--- config.mk ---
export PLATFORM = sky130hd
export DESIGN_NAME = obc_queue
export DESIGN_NICKNAME = d
export VERILOG_FILES = /design/src/rtl/obc_pkg.sv /design/src/rtl/obc_queue.sv
export SDC_FILE = /design/constraint.sdc
export NUM_CORES = 1
export LEC_CHECK = 0
export BUFFER_PORTS_ARGS = -buffer_cell sky130_fd_sc_hd__buf_2
export CAP_MARGIN = 20
export CORE_UTILIZATION = 60
export DETAILED_ROUTE_END_ITERATION = 12
export GPL_TIMING_DRIVEN = 0
export PLACE_DENSITY = 0.89
export SLEW_MARGIN = 20
export SYNTH_ARGS = -nofsm -noshare
export SYNTH_HDL_FRONTEND = slang
export SYNTH_SLANG_ARGS = --single-unit
--- constraint.sdc ---
create_clock -name clk -period 13.5 [get_ports clk]
set_input_delay 1.35 -clock clk [delete_from_list [all_inputs] [get_ports clk]]
set_output_delay 1.35 -clock clk [all_outputs]
set_load 0.03 [all_outputs]
--- src/rtl/obc_pkg.sv ---
// Shared types, constants and helpers for the oriented box corner block.
package obc_pkg;

	localparam int COORD_BITS  = 24;
	localparam int ANGLE_BITS  = 16;
	localparam int EXT_BITS    = 16;
	localparam int TRIG_STAGES = 16;
	localparam int CW          = 34;                // cordic datapath, Q2.30 plus headroom
	localparam int PW          = CW + EXT_BITS + 1; // trig * extent product
	localparam int OW          = PW + 1;            // sum of two products
	localparam int DW          = OW - 31;           // rounded half offset
	localparam int SW          = COORD_BITS + 2;    // centre plus offset

	localparam logic signed [CW-1:0] GAIN_Q30 = 34'sd652032874;

	typedef struct packed {
		logic signed [COORD_BITS-1:0] center_x;
		logic signed [COORD_BITS-1:0] center_y;
		logic signed [COORD_BITS-1:0] center_z;
		logic        [ANGLE_BITS-1:0] heading;
		logic        [EXT_BITS-1:0]   box_length;
		logic        [EXT_BITS-1:0]   box_width;
	} in_word_t;

	typedef struct packed {
		logic signed [COORD_BITS-1:0] corner0_x;
		logic signed [COORD_BITS-1:0] corner0_y;
		logic signed [COORD_BITS-1:0] corner1_x;
		logic signed [COORD_BITS-1:0] corner1_y;
		logic signed [COORD_BITS-1:0] corner2_x;
		logic signed [COORD_BITS-1:0] corner2_y;
		logic signed [COORD_BITS-1:0] corner3_x;
		logic signed [COORD_BITS-1:0] corner3_y;
		logic signed [COORD_BITS-1:0] corner_height;
	} out_word_t;

	// sin/cos plus the geometry handed from front to back
	typedef struct packed {
		logic signed [COORD_BITS-1:0] cx;
		logic signed [COORD_BITS-1:0] cy;
		logic signed [COORD_BITS-1:0] cz;
		logic        [EXT_BITS-1:0]   len;
		logic        [EXT_BITS-1:0]   wid;
		logic signed [CW-1:0]         c;
		logic signed [CW-1:0]         s;
	} mid_word_t;

	// arctangent of 2^-i in 32-bit full-circle units
	function automatic logic signed [CW-1:0] atan_q32(input logic [4:0] i);
		logic signed [CW-1:0] r;
		case (i)
			5'd0:  r = 34'sd536870912;
			5'd1:  r = 34'sd316933406;
			5'd2:  r = 34'sd167458907;
			5'd3:  r = 34'sd85004756;
			5'd4:  r = 34'sd42667331;
			5'd5:  r = 34'sd21354465;
			5'd6:  r = 34'sd10679838;
			5'd7:  r = 34'sd5340245;
			5'd8:  r = 34'sd2670163;
			5'd9:  r = 34'sd1335087;
			5'd10: r = 34'sd667544;
			5'd11: r = 34'sd333772;
			5'd12: r = 34'sd166886;
			5'd13: r = 34'sd83443;
			5'd14: r = 34'sd41722;
			5'd15: r = 34'sd20861;
			5'd16: r = 34'sd10430;
			5'd17: r = 34'sd5215;
			5'd18: r = 34'sd2608;
			5'd19: r = 34'sd1304;
			5'd20: r = 34'sd652;
			5'd21: r = 34'sd326;
			5'd22: r = 34'sd163;
			5'd23: r = 34'sd81;
			default: r = '0;
		endcase
		return r;
	endfunction

	// clamp to the signed coordinate range
	function automatic logic signed [COORD_BITS-1:0] sat_coord(input logic signed [SW-1:0] v);
		logic signed [COORD_BITS-1:0] r;
		if (v[SW-1:COORD_BITS-1] == '0 || v[SW-1:COORD_BITS-1] == '1) begin
			r = v[COORD_BITS-1:0];
		end else if (v[SW-1]) begin
			r = {1'b1, {(COORD_BITS-1){1'b0}}};
		end else begin
			r = {1'b0, {(COORD_BITS-1){1'b1}}};
		end
		return r;
	endfunction

endpackage

--- src/rtl/obc_queue.sv ---
// Four-entry queue between front and back.
module obc_queue import obc_pkg::*; (
	input  logic      clk,
	input  logic      arst_n,
	input  logic      push,
	input  mid_word_t wdata,
	output logic      full,
	input  logic      pop,
	output mid_word_t rdata,
	output logic      empty
);

	mid_word_t  mem_q [0:3];
	logic [1:0] wr_q;
	logic [1:0] rd_q;
	logic [2:0] cnt_q;

	assign full  = (cnt_q == 3'd4);
	assign empty = (cnt_q == 3'd0);
	assign rdata = mem_q[rd_q];

	always_ff @(posedge clk) begin
		if (push) mem_q[wr_q] <= wdata;
	end

	always_ff @(posedge clk or negedge arst_n) begin
		if (!arst_n) begin
			wr_q  <= '0;
			rd_q  <= '0;
			cnt_q <= '0;
		end else begin
			if (push) wr_q <= wr_q + 2'd1;
			if (pop)  rd_q <= rd_q + 2'd1;
			if (push && !pop)      cnt_q <= cnt_q + 3'd1;
			else if (pop && !push) cnt_q <= cnt_q - 3'd1;
		end
	end

endmodule

==> flow_summary.yaml <==
synthesis:
  synth-simple-area-share_pct: 0.192
  yosys.area_share.adder_pct: 0.326
  synthMuxAreaShare_pct: 15.3
  synth_top_cell_by_area: "edfxtp_1"
  synth_top_family_by_area: "multiplexers"
  synth_cell_types: 21
  synth_xor_area_share_pct: 0.207
  synth_compound_area_share_pct: 0.0197
  yosys_warnings: 0
  synth_nets: 1115
  synthCells: 933
  synth.top_cell.area_share_pct: 81.5
  ys_async_sr_fraction_pct: 1.01
  ys_seq_elements: 695
  syn_area_per_cell_um2: 27.2
  dominantRegCellSynth: "edfxtp_1"
  synth_edf_count: 688
  netlist_area_um2: 25400
  yosysSeqAreaShare_pct: 82.2
  synth_top_cells_by_area: "edfxtp_1 81%, mux4_2 15%, buf_12 0.87%"
setup_path:
  end_kind: "primary output"
  arrival_ns: 2.54
  cp_slowest_cell: "clkbuf_1"
  crit_buf_inv: 3
  cp_slowest_stage_delay_ns: 0.58
  worstPathCellList: "clkbuf_1, buf_2, mux4_2, buf_2"
  required_ns: 12.15
  rrSetupSlack_ns: 11.21
  crit_type: "flop to primary output"
  rr_worst_depth: 5
  start_kind: "flop"
  reg2reg_to: "mem_q[2][97]"
  cpMostUsedCell: "buf_2"
  crit_path_max_fanout: 10
  reg2reg_from: "wr_q[0]"
  critical_path.top_delay_family: "buffers and inverters"
clock_tree:
  h-tree-depth: 3
  post_cts_resized: 0
  cts_hold_buf: 0
  numClockSinks: 695
  path_clk_slew_ns: 0.06
  post-cts-setup-buffer-count: 0
  clockBufferDepth: 3
  clock_latency_ns: 0.58
  cts_tree: "done"
  cts_made_buffers: 69
  clockRootBuffer: "clkbuf_16"
cells_and_area:
  syn2layout_area_growth_pct: 19.8
  multi_input_area_um2: 4080
  register_area_um2: 20800
  final_area_um2: 30400
  final_nets: 1549
  fill_cells: 2260
  drive_gt1_share_pct: 47.5
place:
  dp_hpwl_um: 31600
  routabilityCongestion: 0.747
  place_area_um2: 28100
  io_buffers: 349
drt:
  routed_wl_um: 52900
  drt-vias-per-instance: 6.01
  drt_iter0_markers: 993
  drcViolationCount: 0
  vias: 11800
  ant_nets: 0
  firstDrtPassIters: 5
  wl_per_cell_um: 27.0
worst_hold_path:
  min-delay-start: "cnt_q[2]"
  min_to: "cnt_q[2]"
  holdCritPathClass: "flop to flop"
  hold_path_depth: 1
power:
  vdd_ir_drop_max_uv: 190
  p_leak_nw: 10.5
  power_density_nw_per_um2: 243
timing:
  worstMarginPinSlew_ns: 0.754
  slew_viol_final: 0
  finalSetupViolCount: 0
  setup_tns_ns: 0
  fmax_mhz: 257
  min_period_ns: 3.89
  fin_crit_sh_pct: 28.8
  rsz0062_at_grt: "no"
  worst_hold_slack_ns: 0.531
  hold_viol: 0
  finClkSkew_ns: 0.0104
  slew_headroom_pct: 49.7
flow_run:
  cap_viol_max_count: 0
die:
  die_area_um2: 43100
  rows: 74
  core_um2: 41300
  num_io_pins: 350
  start_util_pct: 61.4
  dieWidth_um: 208
  fp.dieH_um: 208
grt:
  overflow: 0
  gr-usage-all-layers_pct: 24.9
  grt_pass1_vias: 12600
  antenna_found_initial: 6
  grt_max_degree: 47
  grt_pass1_wl_um: 77900
status:
  status: "finished, final reports clean"
[placed cells by master, fill, tap and decap left out, types with 2 or more instances in the layout]
master,count
and2_4,4
buf_12,13
buf_16,12
buf_2,366
buf_6,2
buf_8,6
bufinv_16,6
clkbuf_1,13
clkbuf_16,72
clkinv_1,14
clkinv_2,13
dfrtp_1,7
diode_2,9
edfxtp_1,688
ha_1,5
inv_1,4
inv_6,4
mux4_2,172
nand2_1,2
xnor2_1,2
xor2_1,4
[worst register-to-register path, cell delays in order, from the launching register on]
cell and delay [ns]:
dfrtp_1 0.43, inv_1 0.10, ha_1 0.14, and2_4 0.60, buf_16 0.34, buf_16 0.31
[Yosys cell counts, types with 2 or more instances]
master	instances
nand2_1	2
clkbuf_1	2
buf_12	11
ha_1	5
dfrtp_1	7
inv_1	4
edfxtp_1	688
buf_6	2
buf_2	17
and2_1	4
xnor2_1	2
xor2_1	4
buf_8	6
mux4_2	172
[layer usage]
metal	up-vias	track usage, %	share of wire (%)
li1	4946	-	-
met1	6213	31.3	37
met2	531	43.0	53
met3	90	5.93	7.6
met4	2	8.21	2.5
met5	-	0	0.032
[kinds of logic (layout without fill, tap and decap cells)]
group                      Yosys count  count (layout)
AOI/OAI and AO/OA                    1               1
xor gates and xnor gates             6               6
adders and majority gates            6               6
buffers and inverters               43             528
DFF                                695             695
muxes                              173             173
other                                0               9
and+or+nand+nor                      9               9
[report_power, final]
| part | switching [mW] | total (mW) | leakage, nW | internal [mW] |
|---|---|---|---|---|
| Combinational | 1.65 | 2.61 | 2.98 | 0.964 |
| Clock | 0.767 | 1.86 | 1.09 | 1.09 |
| Sequential | 0.102 | 2.92 | 6.40 | 2.82 |
[worst max-delay path by stage]
stage	startpoint	to	slack (ns)	cells after the start
after floorplan	push	mem_q[1][0]	7.68	1
after global placement	push	mem_q[3][95]	4.52	2
after detailed placement	rd_q[1]	rdata[80]	10.21	4
after global routing	rd_q[1]	rdata[135]	9.50	4
final	rd_q[1]	rdata[127]	9.61	4
after CTS	rd_q[1]	rdata[135]	9.57	4
[metrics by stage]
step                      utilization, %  power (mW)  cells  setup slack [ns]
final                               73.6        7.39   1959              9.61
after global routing                73.5        7.64   1956              9.50
after CTS                           73.5        7.45   1950              9.57
after detailed placement            68.2        5.56   1828             10.21
after global placement              67.2        5.56   1814              4.52
after floorplan                        -        4.83    933              7.68
[flip-flops by register name, indices dropped and copies added (netlist names)]
register,count
wr_q,2
cnt_q,3
rd_q,2
mem_q,688
[layout make-up]
class                   instances  area share (%)
clock buffers                  84            6.11
diodes                          9          0.0741
repair buffers                363            6.97
inverters                       4          0.0494
plain buffers                  39            1.43
clock inverters                38            1.15
multi-input cells             195            13.4
well taps                     532            2.19
flip-flops and latches        695            68.6
Power figures use the tool's default switching activity.
